## src/rtl/isl_pkg.sv

```systemverilog
// ----------------------------------------------------------------------------
// isl_pkg
// Shared types and constants for the indexed shift list.
// ----------------------------------------------------------------------------
package isl_pkg;

    localparam int CAPACITY_DEF = 16;
    localparam int WORD_W       = 32;
    localparam int IDX_W        = 4;
    localparam int CNT_OUT_W    = 5;

    typedef logic signed [WORD_W-1:0] t_word;

    typedef enum logic [1:0] {
        OP_READ   = 2'd0,
        OP_INSERT = 2'd1,
        OP_ERASE  = 2'd2,
        OP_CLEAR  = 2'd3
    } t_op;

    typedef enum logic [1:0] {
        ST_OK    = 2'd0,
        ST_RANGE = 2'd1,
        ST_FULL  = 2'd2
    } t_status;

    typedef struct packed {
        logic [1:0]       op;
        logic [IDX_W-1:0] index;
        t_word            value;
    } t_in_item;

    typedef struct packed {
        t_word                read_value;
        logic [CNT_OUT_W-1:0] count;
        logic                 is_empty;
        logic [1:0]           status;
    } t_out_item;

    // Command broadcast to every cell of the chain.
    typedef struct packed {
        logic             ins;
        logic             ers;
        logic [IDX_W-1:0] idx;
        t_word            value;
    } t_shift_cmd;

endpackage

```

## src/rtl/isl_cell.sv

```systemverilog
// ----------------------------------------------------------------------------
// isl_cell
// One list slot: loads the new word, takes its lower or upper neighbor's word
// on an insert or erase, otherwise holds.
// ----------------------------------------------------------------------------
module isl_cell #(
    parameter int POS = 0
) (
    input  logic               i_clk,
    input  isl_pkg::t_shift_cmd i_cmd,
    input  isl_pkg::t_word     i_lower,
    input  isl_pkg::t_word     i_upper,
    output isl_pkg::t_word     o_word
);
    import isl_pkg::*;

    t_word r_word;
    t_word n_word;
    logic  above;
    logic  at_idx;

    assign above  = POS > int'(i_cmd.idx);
    assign at_idx = POS == int'(i_cmd.idx);

    always_comb begin
        n_word = r_word;
        if (i_cmd.ins) begin
            if (above) begin
                n_word = i_lower;
            end else if (at_idx) begin
                n_word = i_cmd.value;
            end
        end else if (i_cmd.ers) begin
            if (above || at_idx) begin
                n_word = i_upper;
            end
        end
    end

    always_ff @(posedge i_clk) begin
        r_word <= n_word;
    end

    assign o_word = r_word;

endmodule

```

## src/rtl/indexed_shift_list.sv

```systemverilog
// ----------------------------------------------------------------------------
// indexed_shift_list
// Ordered list of signed words with read, insert, erase and clear at an index.
// ----------------------------------------------------------------------------
// Usage:
//   Command channel: drive i_item and raise i_start; the item is taken at
//   any clock edge where i_start is high and o_busy is low. o_busy stays low,
//   so a new item may be issued every cycle.
//   Result channel: o_valid pulses for one cycle, in the cycle after the item is
//   taken, with o_item holding read_value, count, is_empty and status.
//   Throughput is 1 item per cycle: every slot is a cell in a chain that
//   loads from its neighbor in the same cycle, so an insert or erase moves
//   the whole tail at once.
//   A rejected item (bad index, or insert into a full list) reports a status
//   code and leaves the list untouched. Reads return zero unless ok.
//   Reset (i_rst_n low, synchronous) empties the list and drops o_valid;
//   stored words are not cleared, they are unreachable until rewritten.
//   The receiver has no stall: a result not taken in its cycle is gone.
// ----------------------------------------------------------------------------
module indexed_shift_list #(
    parameter int CAPACITY = isl_pkg::CAPACITY_DEF
) (
    input  logic              i_clk,
    input  logic              i_rst_n,
    input  logic              i_start,
    input  isl_pkg::t_in_item i_item,
    output logic              o_busy,
    output logic              o_valid,
    output isl_pkg::t_out_item o_item
);
    import isl_pkg::*;

    localparam int CNT_W  = $clog2(CAPACITY + 1);
    localparam int CMP_W  = (CNT_W > IDX_W) ? CNT_W : IDX_W;
    localparam int CNTO_W = (CNT_W > CNT_OUT_W) ? CNT_W : CNT_OUT_W;
    localparam int RD_N   = (CAPACITY < (1 << IDX_W)) ? CAPACITY : (1 << IDX_W);

    logic [CNT_W-1:0] r_count;
    logic [CNT_W-1:0] n_count;
    logic             r_valid;
    t_out_item        r_out;
    t_out_item        n_out;

    t_word      w_cell [CAPACITY];
    t_shift_cmd cmd;
    logic       accept;
    logic [CMP_W-1:0] idx_ext;
    logic [CMP_W-1:0] cnt_ext;
    logic       full;
    t_word      rd_word;
    t_status    status;
    logic [CNTO_W-1:0] cnt_wide;

    assign accept  = i_start && !o_busy;
    assign idx_ext = CMP_W'(i_item.index);
    assign cnt_ext = CMP_W'(r_count);
    assign full    = r_count == CNT_W'(CAPACITY);

    // Only the first 2^IDX_W slots are reachable by a read.
    always_comb begin
        rd_word = '0;
        for (int k = 0; k < RD_N; k++) begin
            if (int'(i_item.index) == k) begin
                rd_word = w_cell[k];
            end
        end
    end

    always_comb begin
        status  = ST_OK;
        n_count = r_count;
        cmd.ins = 1'b0;
        cmd.ers = 1'b0;
        cmd.idx = i_item.index;
        cmd.value = i_item.value;
        n_out.read_value = '0;
        case (i_item.op)
            OP_READ: begin
                if (idx_ext < cnt_ext) begin
                    n_out.read_value = rd_word;
                end else begin
                    status = ST_RANGE;
                end
            end
            OP_INSERT: begin
                if (idx_ext > cnt_ext) begin
                    status = ST_RANGE;
                end else if (full) begin
                    status = ST_FULL;
                end else begin
                    cmd.ins = accept;
                    n_count = r_count + CNT_W'(1);
                end
            end
            OP_ERASE: begin
                if (idx_ext >= cnt_ext) begin
                    status = ST_RANGE;
                end else begin
                    cmd.ers = accept;
                    n_count = r_count - CNT_W'(1);
                end
            end
            default: begin
                n_count = '0;
            end
        endcase
        cnt_wide       = CNTO_W'(n_count);
        n_out.count    = cnt_wide[CNT_OUT_W-1:0];
        n_out.is_empty = n_count == '0;
        n_out.status   = status;
    end

    for (genvar k = 0; k < CAPACITY; k++) begin : g_cell
        t_word lower;
        t_word upper;
        if (k == 0) begin : g_first
            assign lower = '0;
        end else begin : g_mid_lo
            assign lower = w_cell[k-1];
        end
        if (k == CAPACITY - 1) begin : g_last
            assign upper = w_cell[k];
        end else begin : g_mid_hi
            assign upper = w_cell[k+1];
        end
        isl_cell #(
            .POS (k)
        ) u_cell (
            .i_clk   (i_clk),
            .i_cmd   (cmd),
            .i_lower (lower),
            .i_upper (upper),
            .o_word  (w_cell[k])
        );
    end

    always_ff @(posedge i_clk) begin
        if (!i_rst_n) begin
            r_count <= '0;
            r_valid <= 1'b0;
        end else begin
            r_valid <= accept;
            if (accept) begin
                r_count <= n_count;
            end
        end
    end

    always_ff @(posedge i_clk) begin
        if (accept) begin
            r_out <= n_out;
        end
    end

    assign o_busy  = 1'b0;
    assign o_valid = r_valid;
    assign o_item  = r_out;

`ifndef SYNTH
    a_valid_follows_accept: assert property (@(posedge i_clk) disable iff (!i_rst_n)
        o_valid |-> $past(accept))
        else $error("result strobe without an accepted item");

    a_count_bound: assert property (@(posedge i_clk) disable iff (!i_rst_n)
        r_count <= CNT_W'(CAPACITY))
        else $error("entry count beyond capacity");

    a_reject_holds: assert property (@(posedge i_clk) disable iff (!i_rst_n)
        accept && (status != ST_OK) |=> $stable(r_count))
        else $error("rejected item changed the count");

    a_clear_empties: assert property (@(posedge i_clk) disable iff (!i_rst_n)
        accept && (i_item.op == OP_CLEAR) |=> (r_count == '0) && o_item.is_empty)
        else $error("clear did not empty the list");
`endif

endmodule

```

## config.mk

```make
export PLATFORM = sky130hd
export DESIGN_NAME = indexed_shift_list
export DESIGN_NICKNAME = d
export VERILOG_FILES = /design/src/rtl/isl_pkg.sv /design/src/rtl/isl_cell.sv /design/src/rtl/indexed_shift_list.sv
export SDC_FILE = /design/constraint.sdc
export NUM_CORES = 1
export LEC_CHECK = 0
export BUFFER_PORTS_ARGS = -buffer_cell sky130_fd_sc_hd__buf_4
export CORE_MARGIN = 5
export CORE_UTILIZATION = 45
export CTS_CLUSTER_DIAMETER = 50
export DETAILED_ROUTE_END_ITERATION = 7
export PLACE_DENSITY_LB_ADDON = 0.15
export SYNTH_ARGS = -nofsm -noshare
export SYNTH_HDL_FRONTEND = slang
export SYNTH_SLANG_ARGS = --single-unit
export TNS_END_PERCENT = 50
```

## constraint.sdc

```tcl
create_clock -name i_clk -period 5.68 [get_ports i_clk]
set_input_delay 0.568 -clock i_clk [delete_from_list [all_inputs] [get_ports i_clk]]
set_output_delay 0.568 -clock i_clk [all_outputs]
set_load 0.1 [all_outputs]
```

==> run_summary.xml, run 1 <==
<?xml version="1.0" encoding="UTF-8"?>
<metrics>
  <group name="global_routing">
    <metric name="grt_max_degree" unit="">204</metric>
    <metric name="gr-usage-all-layers" unit="">0.261</metric>
    <metric name="grt_pass1_wl" unit="mm">158</metric>
    <metric name="global_route.overflow_total" unit="">0</metric>
    <metric name="via_count_of_the_first_global_routing_pass" unit="">24500</metric>
    <metric name="antenna_violations_before_repair" unit="">1</metric>
  </group>
  <group name="power_and_ir_drop">
    <metric name="pwr_density_cell" unit="mW/mm^2">297</metric>
    <metric name="comb_power_share" unit="">0.134</metric>
    <metric name="internal_power" unit="uW">7710</metric>
    <metric name="part_of_the_power_in_the_clock_network" unit="">0.420</metric>
    <metric name="power.share.sequential" unit="">0.447</metric>
    <metric name="p_leak" unit="uW">0.0127</metric>
    <metric name="switching_power" unit="uW">2970</metric>
    <metric name="peak_vdd_ir" unit="uV">215</metric>
    <metric name="design_power_total" unit="uW">10700</metric>
    <metric name="netSwitchingFraction" unit="">0.278</metric>
  </group>
  <group name="cells_and_area">
    <metric name="synthToLayoutAreaGrowth" unit="%">9.78</metric>
    <metric name="mostFrequentLayoutCells" unit="">sky130_fd_sc_hd__edfxtp_1 (552), sky130_fd_sc_hd__nand2_1 (500), sky130_fd_sc_hd__nor2_1 (466), sky130_fd_sc_hd__a21oi_1 (402), sky130_fd_sc_hd__mux2i_1 (333)</metric>
    <metric name="final_common_cell" unit="">sky130_fd_sc_hd__edfxtp_1</metric>
    <metric name="num_antenna_cells" unit="">0</metric>
    <metric name="final_nets" unit="">3226</metric>
    <metric name="final_layout_size_suffix_gt1_frac" unit="">0.114</metric>
  </group>
  <group name="sta">
    <metric name="clock.fmax" unit="GHz">0.262</metric>
    <metric name="layout_min_cycle_time" unit="ns">3.81</metric>
    <metric name="final_max_slew_viol_count" unit="">0</metric>
    <metric name="finalCritPeriodShare" unit="">0.671</metric>
    <metric name="worst_clock_skew" unit="ns">0.0280</metric>
    <metric name="count_of_endpoints_failing_hold_in_the_final_timing_report" unit="">0</metric>
    <metric name="rsz0062_at_grt" unit="">false</metric>
    <metric name="finalSetupViolCount" unit="">0</metric>
    <metric name="totalNegativeSetupSlack" unit="ns">0</metric>
    <metric name="slew_of_the_pin_with_the_lowest_slew_margin" unit="ns">1.26</metric>
    <metric name="slew-limit-headroom" unit="">0.159</metric>
  </group>
  <group name="clock_tree">
    <metric name="clk-insertion-delay-late" unit="ns">0.62</metric>
    <metric name="cts_made_buffers" unit="">73</metric>
    <metric name="tritoncts" unit="">built</metric>
    <metric name="clkTransAtPathRegs" unit="ns">0.06</metric>
    <metric name="buffer_depth_of_the_longest_clock_path" unit="">3</metric>
    <metric name="postCtsResizedCells" unit="">0</metric>
    <metric name="cts_htree_levels" unit="">3</metric>
    <metric name="cts_root_buffer" unit="">sky130_fd_sc_hd__clkbuf_16</metric>
    <metric name="post_cts.repair.setup_buffers" unit="">0</metric>
    <metric name="hold_buffers" unit="">0</metric>
    <metric name="cts_sinks" unit="">558</metric>
  </group>
  <group name="floorplanning">
    <metric name="initial_standard_cell_utilization_of_the_core" unit="">0.451</metric>
    <metric name="floorplan.die.height" unit="um">280</metric>
    <metric name="die-area" unit="mm^2">0.0783</metric>
    <metric name="die_width" unit="um">280</metric>
    <metric name="design.portCount" unit="">83</metric>
    <metric name="placement_rows" unit="">99</metric>
    <metric name="coreArea" unit="mm^2">0.0726</metric>
  </group>
  <group name="yosys">
    <metric name="synth-seq-cells" unit="">558</metric>
    <metric name="synth.yosys.warnings" unit="">0</metric>
    <metric name="synth_nets" unit="">3309</metric>
    <metric name="ys_types" unit="">81</metric>
    <metric name="synth_seq_area_share" unit="">0.509</metric>
    <metric name="synth_edf_count" unit="">552</metric>
    <metric name="syn_area" unit="mm^2">0.0328</metric>
    <metric name="ys.flop_type" unit="">sky130_fd_sc_hd__edfxtp_1</metric>
    <metric name="synth_cells" unit="">3262</metric>
    <metric name="async_flop_share" unit="">0</metric>
    <metric name="post_synth.cell_area_avg" unit="um^2">10.0</metric>
  </group>
  <group name="critical_path">
    <metric name="crit_path_start_kind" unit="">register</metric>
    <metric name="path_class" unit="">reg2reg</metric>
    <metric name="timing.critical_path.arrival" unit="ns">4.13</metric>
    <metric name="cp.buffers_inverters" unit="">2</metric>
    <metric name="cp_common_cell" unit="">sky130_fd_sc_hd__a21oi_4</metric>
    <metric name="depth_of_the_worst_register_to_register_path" unit="">9</metric>
    <metric name="timing.critical_path.depth" unit="">9</metric>
    <metric name="critical_path.slowest_cell" unit="">sky130_fd_sc_hd__a21oi_4</metric>
    <metric name="critical_path_max_stage_delay" unit="ns">0.89</metric>
    <metric name="critical_path_required" unit="ns">6.00</metric>
    <metric name="crit_path_end_kind" unit="">register</metric>
    <metric name="worstPathMaxFanout" unit="">19</metric>
    <metric name="worstPathCellList" unit="">inv_1 &gt; ha_1 &gt; nand3_4 &gt; o221a_4 &gt; o21ai_2 &gt; nor2_1 &gt; a21oi_4 &gt; a21oi_4 &gt; buf_4</metric>
    <metric name="cpLargestDelayFamily" unit="">compound AO/OA/AOI/OAI gates</metric>
  </group>
  <group name="detailed_routing">
    <metric name="drt_drc_violations_left" unit="">0</metric>
    <metric name="wirelength" unit="mm">106</metric>
    <metric name="route.detailed.wl_per_inst" unit="um">25.3</metric>
    <metric name="vias" unit="">26000</metric>
    <metric name="vias_per_cell" unit="">6.20</metric>
    <metric name="drt_first_iter_violations" unit="">3203</metric>
    <metric name="first_pass_iters" unit="">8</metric>
    <metric name="detail-route-antenna-nets" unit="">0</metric>
  </group>
  <group name="place">
    <metric name="place.gp.congestion" unit="">0.890</metric>
    <metric name="port_buffers" unit="">81</metric>
    <metric name="dp_hpwl" unit="mm">69.3</metric>
  </group>
  <group name="hold_path">
    <metric name="min_delay_path_depth" unit="">2</metric>
    <metric name="timing.hold.worst.class" unit="">in2reg</metric>
  </group>
  <group name="run_status">
    <metric name="status" unit="">completed</metric>
  </group>
  <group name="flow_run">
    <metric name="maxCapViolCount" unit="">0</metric>
  </group>
</metrics>
synth_stat cells (3+ instances only):
cell | number | share of area
sky130_fd_sc_hd__a211oi_1 | 4 | 0.00092
sky130_fd_sc_hd__a21o_1 | 12 | 0.0027
sky130_fd_sc_hd__a21oi_1 | 403 | 0.062
sky130_fd_sc_hd__a21oi_2 | 3 | 0.00080
sky130_fd_sc_hd__a22o_1 | 12 | 0.0032
sky130_fd_sc_hd__a22oi_1 | 61 | 0.014
sky130_fd_sc_hd__a31oi_1 | 168 | 0.032
sky130_fd_sc_hd__a41o_1 | 20 | 0.0061
sky130_fd_sc_hd__and2_1 | 6 | 0.0011
sky130_fd_sc_hd__and3_1 | 3 | 0.00057
sky130_fd_sc_hd__buf_2 | 83 | 0.013
sky130_fd_sc_hd__buf_4 | 33 | 0.0076
sky130_fd_sc_hd__buf_6 | 39 | 0.013
sky130_fd_sc_hd__clkbuf_1 | 146 | 0.017
sky130_fd_sc_hd__dfxtp_1 | 6 | 0.0037
sky130_fd_sc_hd__edfxtp_1 | 552 | 0.51
sky130_fd_sc_hd__ha_1 | 6 | 0.0023
sky130_fd_sc_hd__inv_1 | 12 | 0.0014
sky130_fd_sc_hd__mux2_1 | 3 | 0.0010
sky130_fd_sc_hd__mux2_2 | 3 | 0.0010
sky130_fd_sc_hd__mux2_4 | 29 | 0.013
sky130_fd_sc_hd__mux2i_1 | 333 | 0.10
sky130_fd_sc_hd__mux4_2 | 29 | 0.020
sky130_fd_sc_hd__nand2_1 | 502 | 0.057
sky130_fd_sc_hd__nand2b_1 | 7 | 0.0013
sky130_fd_sc_hd__nand3_1 | 9 | 0.0014
sky130_fd_sc_hd__nor2_1 | 474 | 0.054
sky130_fd_sc_hd__nor2_2 | 3 | 0.00057
sky130_fd_sc_hd__nor2_4 | 3 | 0.0010
sky130_fd_sc_hd__nor2b_1 | 39 | 0.0074
sky130_fd_sc_hd__nor3_1 | 7 | 0.0011
sky130_fd_sc_hd__o211ai_1 | 40 | 0.0092
sky130_fd_sc_hd__o21a_1 | 22 | 0.0050
sky130_fd_sc_hd__o21ai_0 | 115 | 0.018
sky130_fd_sc_hd__o21ai_1 | 4 | 0.00061
sky130_fd_sc_hd__o22ai_1 | 13 | 0.0025
sky130_fd_sc_hd__o31ai_1 | 4 | 0.00092
cell type report:
| type | count | area, um^2 |
|---|---|---|
| Clock buffer | 88 | 1900 |
| Clock inverter | 41 | 397 |
| Fill cell | 6658 | 36600 |
| Inverter | 15 | 56.3 |
| Multi-Input combinational cell | 2385 | 14600 |
| Sequential cell | 558 | 16700 |
| Tap cell | 959 | 1200 |
| Timing Repair Buffer | 146 | 1170 |
state kept, by name, summed over array words and instances (netlist names):
register / count
o_item: 40
o_valid: 1
g_cell.u_cell.o_word: 512
cnt_ext: 5
metrics by stage:
stage          std cells  hold slack [ns]  cell area, um^2   util  setup WS, ns
3_3_place_gp        4063            0.540            33700  0.464          1.46
5_1_grt             4192            0.232            36000  0.496          1.72
3_5_place_dp        4063            0.557            33700  0.464          1.37
2_1_floorplan       3262            0.495            32800      -         0.948
6_report            4192            0.242            36000  0.496          1.87
4_1_cts             4192            0.209            36000  0.496          1.89
per-layer routing:
| metal | vias up | part of all wire | wire [um] | GRT usage |
|---|---|---|---|---|
| met4 | 2 | 0.019 | 2030 | 0.0577 |
| met5 | - | 0.0011 | 117 | 0.0110 |
| met2 | 1429 | 0.43 | 45400 | 0.382 |
| li1 | 11800 | - | - | - |
| met3 | 137 | 0.12 | 13200 | 0.0846 |
| met1 | 12700 | 0.43 | 45500 | 0.381 |
power groups by stage:
stage	combinational [uW]	sequential [uW]	clock (uW)
finish	1430	4770	4480
global route	1520	4780	4720
CTS	1400	4770	4550
detailed placement	1400	4850	0
global placement	1380	4850	0
floorplan	868	4950	0
path summary, 6_finish.rpt:
check        slack [ns]        from                            to
min                0.24     i_rst_n                    cnt_ext[1]
max reg2reg        1.87  cnt_ext[2]  g_cell[13].u_cell.o_word[13]
min reg2reg        0.58  cnt_ext[3]                    cnt_ext[3]
max                1.87  cnt_ext[2]  g_cell[13].u_cell.o_word[13]
cells by family (layout without fill, tap and decap cells):
kind of cell | count (synthesis) | count (layout) | synth area share
buf+inv | 319 | 290 | 0.0526
compound gates | 909 | 909 | 0.166
simple gates | 1072 | 1072 | 0.132
mux | 397 | 397 | 0.137
flops | 558 | 558 | 0.509
other cells | 1 | 1 | 0.000114
fa+ha+maj | 6 | 6 | 0.00229
worst register-to-register path: stages (launching register included):
cell and delay, ns:
sky130_fd_sc_hd__dfxtp_1 0.50, sky130_fd_sc_hd__inv_1 0.18, sky130_fd_sc_hd__ha_1 0.38, sky130_fd_sc_hd__nand3_4 0.14
sky130_fd_sc_hd__o221a_4 0.34, sky130_fd_sc_hd__o21ai_2 0.27, sky130_fd_sc_hd__nor2_1 0.16, sky130_fd_sc_hd__a21oi_4 0.89
sky130_fd_sc_hd__a21oi_4 0.29, sky130_fd_sc_hd__buf_4 0.36
No activity file was read; power rests on OpenSTA's default activity.
==> run 2: changes to the inputs <==
Clock period 5.68 ns to 3.3 ns, I/O delays scaled along.
==> run_summary.xml, run 2 (synthesized netlist as in run 1, its figures left out) <==
<?xml version="1.0" encoding="UTF-8"?>
<metrics>
  <group name="global_routing">
    <metric name="global_route.overflow_total" unit="">0</metric>
    <metric name="antenna_violations_before_repair" unit="">5</metric>
    <metric name="grt_max_degree" unit="">106</metric>
    <metric name="via_count_of_the_first_global_routing_pass" unit="">25400</metric>
    <metric name="gr-usage-all-layers" unit="">0.296</metric>
    <metric name="grt_pass1_wl" unit="mm">173</metric>
  </group>
  <group name="sta">
    <metric name="slew-limit-headroom" unit="">0.396</metric>
    <metric name="finalSetupViolCount" unit="">0</metric>
    <metric name="count_of_endpoints_failing_hold_in_the_final_timing_report" unit="">0</metric>
    <metric name="clock.fmax" unit="GHz">0.324</metric>
    <metric name="worst_clock_skew" unit="ns">0.0206</metric>
    <metric name="totalNegativeSetupSlack" unit="ns">0</metric>
    <metric name="final_max_slew_viol_count" unit="">0</metric>
    <metric name="layout_min_cycle_time" unit="ns">3.08</metric>
    <metric name="finalCritPeriodShare" unit="">0.934</metric>
    <metric name="rsz0062_at_grt" unit="">false</metric>
    <metric name="slew_of_the_pin_with_the_lowest_slew_margin" unit="ns">0.906</metric>
  </group>
  <group name="place">
    <metric name="dp_hpwl" unit="mm">71.8</metric>
    <metric name="place.gp.congestion" unit="">0.897</metric>
    <metric name="port_buffers" unit="">81</metric>
    <metric name="placed_cell_area" unit="mm^2">0.0348</metric>
    <metric name="dpl.cell_count" unit="">4150</metric>
  </group>
  <group name="floorplanning">
    <metric name="placement_rows" unit="">99</metric>
    <metric name="die_width" unit="um">280</metric>
    <metric name="initial_standard_cell_utilization_of_the_core" unit="">0.451</metric>
    <metric name="coreArea" unit="mm^2">0.0726</metric>
    <metric name="floorplan.die.height" unit="um">280</metric>
    <metric name="design.portCount" unit="">83</metric>
    <metric name="die-area" unit="mm^2">0.0783</metric>
  </group>
  <group name="clock_tree">
    <metric name="cts_sinks" unit="">558</metric>
    <metric name="clkTransAtPathRegs" unit="ns">0.06</metric>
    <metric name="cts_htree_levels" unit="">3</metric>
    <metric name="clk-insertion-delay-late" unit="ns">0.62</metric>
    <metric name="postCtsResizedCells" unit="">0</metric>
    <metric name="cts_made_buffers" unit="">76</metric>
    <metric name="cts_root_buffer" unit="">sky130_fd_sc_hd__clkbuf_16</metric>
    <metric name="tritoncts" unit="">built</metric>
    <metric name="buffer_depth_of_the_longest_clock_path" unit="">3</metric>
  </group>
  <group name="detailed_routing">
    <metric name="vias_per_cell" unit="">6.35</metric>
    <metric name="route.detailed.wl_per_inst" unit="um">28.0</metric>
    <metric name="drt_drc_violations_left" unit="">0</metric>
    <metric name="wirelength" unit="mm">120</metric>
    <metric name="drt_first_iter_violations" unit="">3334</metric>
    <metric name="first_pass_iters" unit="">7</metric>
    <metric name="detail-route-antenna-nets" unit="">0</metric>
    <metric name="vias" unit="">27200</metric>
  </group>
  <group name="run_status">
    <metric name="status" unit="">completed</metric>
  </group>
  <group name="hold_path">
    <metric name="worstHoldEndpoint" unit="">o_item[0]</metric>
    <metric name="min_from" unit="">i_item[36]</metric>
    <metric name="timing.hold.worst.class" unit="">in2reg</metric>
    <metric name="min_delay_path_depth" unit="">2</metric>
  </group>
  <group name="critical_path">
    <metric name="path_class" unit="">reg2reg</metric>
    <metric name="critical_path_required" unit="ns">3.63</metric>
    <metric name="depth_of_the_worst_register_to_register_path" unit="">10</metric>
    <metric name="ff2ff_setup_slack" unit="ns">0.22</metric>
    <metric name="critical_path_max_stage_delay" unit="ns">0.39</metric>
    <metric name="timing.critical_path.arrival" unit="ns">3.41</metric>
    <metric name="cp_common_cell" unit="">sky130_fd_sc_hd__buf_12</metric>
    <metric name="crit_path_start_kind" unit="">register</metric>
    <metric name="critical_path.slowest_cell" unit="">sky130_fd_sc_hd__a21oi_4</metric>
    <metric name="worst_r2r_endpoint" unit="">g_cell[1].u_cell.o_word[6]</metric>
    <metric name="startpoint_of_the_worst_register_to_register_path" unit="">cnt_ext[3]</metric>
    <metric name="worstPathCellList" unit="">inv_1 &gt; ha_1 &gt; nand3_4 &gt; o221a_4 &gt; o21ai_2 &gt; nor2_1 &gt; a21oi_4 &gt; buf_12 &gt; nor3_4 &gt; buf_12</metric>
    <metric name="worstPathMaxFanout" unit="">22</metric>
    <metric name="crit_path_end_kind" unit="">register</metric>
  </group>
  <group name="cells_and_area">
    <metric name="finish.cell_count_without_fillers" unit="">4289</metric>
    <metric name="num-fill-cells" unit="">6537</metric>
    <metric name="final_common_cell" unit="">sky130_fd_sc_hd__edfxtp_1</metric>
    <metric name="final_nets" unit="">3317</metric>
    <metric name="synthToLayoutAreaGrowth" unit="%">14.0</metric>
    <metric name="largest_reg_flops" unit="">512</metric>
    <metric name="layout.area.seq" unit="mm^2">0.0167</metric>
    <metric name="multi_input_area" unit="mm^2">0.0146</metric>
    <metric name="mostFrequentLayoutCells" unit="">sky130_fd_sc_hd__edfxtp_1 (552), sky130_fd_sc_hd__nand2_1 (500), sky130_fd_sc_hd__nor2_1 (466), sky130_fd_sc_hd__a21oi_1 (402), sky130_fd_sc_hd__mux2i_1 (333)</metric>
    <metric name="final_core_util" unit="">0.515</metric>
    <metric name="layout.cell_area.non_filler" unit="mm^2">0.0374</metric>
    <metric name="final_layout_size_suffix_gt1_frac" unit="">0.139</metric>
  </group>
  <group name="power_and_ir_drop">
    <metric name="p_leak" unit="uW">0.0135</metric>
    <metric name="peak_vdd_ir" unit="uV">384</metric>
    <metric name="pwr_density_cell" unit="mW/mm^2">516</metric>
  </group>
  <group name="flow_run">
    <metric name="maxCapViolCount" unit="">0</metric>
  </group>
</metrics>
-- run 2: layout make-up --
| type | count | share of cell area |
|---|---|---|
| Tap cell | 959 | 0.0321 |
| Clock buffer | 92 | 0.0548 |
| Timing Repair Buffer | 234 | 0.0610 |
| Inverter | 15 | 0.00151 |
| Clock inverter | 44 | 0.0133 |
| Multi-Input combinational cell | 2385 | 0.390 |
| Antenna cell | 2 | 0.000134 |
| Sequential cell | 558 | 0.447 |
-- run 2: critical path, delay by kind of cell (launching register included) --
kind	cells	cell delay, ns
simple gates	3	0.37
compound gates	3	1.04
flops	1	0.38
fa+ha+maj	1	0.36
buf+inv	3	0.58
-- run 2: worst max-delay path by stage --
| stage | start | endpoint |
|---|---|---|
| after CTS | cnt_ext[3] | g_cell[3].u_cell.o_word[20] |
| final | cnt_ext[3] | g_cell[1].u_cell.o_word[6] |
| after floorplan | cnt_ext[2] | g_cell[7].u_cell.o_word[0] |
| after global placement | i_item[33] | o_item[32] |
| after global routing | cnt_ext[3] | g_cell[12].u_cell.o_word[24] |
| after detailed placement | i_item[33] | o_item[32] |
-- run 2: report_power, final --
part	switching (uW)	internal [uW]
clock network	3260	5140
registers	164	8050
logic	1810	845
total	5240	14000
-- run 2: timing repair --
action / CTS / global route
hold buffers: 1 / 0
endpoints found under the hold margin: 2 / 0
setup buffers: 0 / 0
-- run 2: metal layers --
| layer | global-route usage | wire length (um) | vias up |
|---|---|---|---|
| li1 | - | - | 12000 |
| met5 | 0 | 7 | - |
| met1 | 0.418 | 49200 | 13200 |
| met3 | 0.0667 | 13900 | 327 |
| met2 | 0.447 | 52000 | 1708 |
| met4 | 0.117 | 5210 | 2 |
-- run 2: stage by stage --
stage	total power, uW	hold slack [ns]	setup slack (ns)
finish	19300	0.140	0.218
global placement	10900	0.530	0.00728
CTS	19300	0.107	0.270
global route	19800	0.147	0.162
detailed placement	10900	0.533	0.00268
floorplan	10000	0.442	-0.421
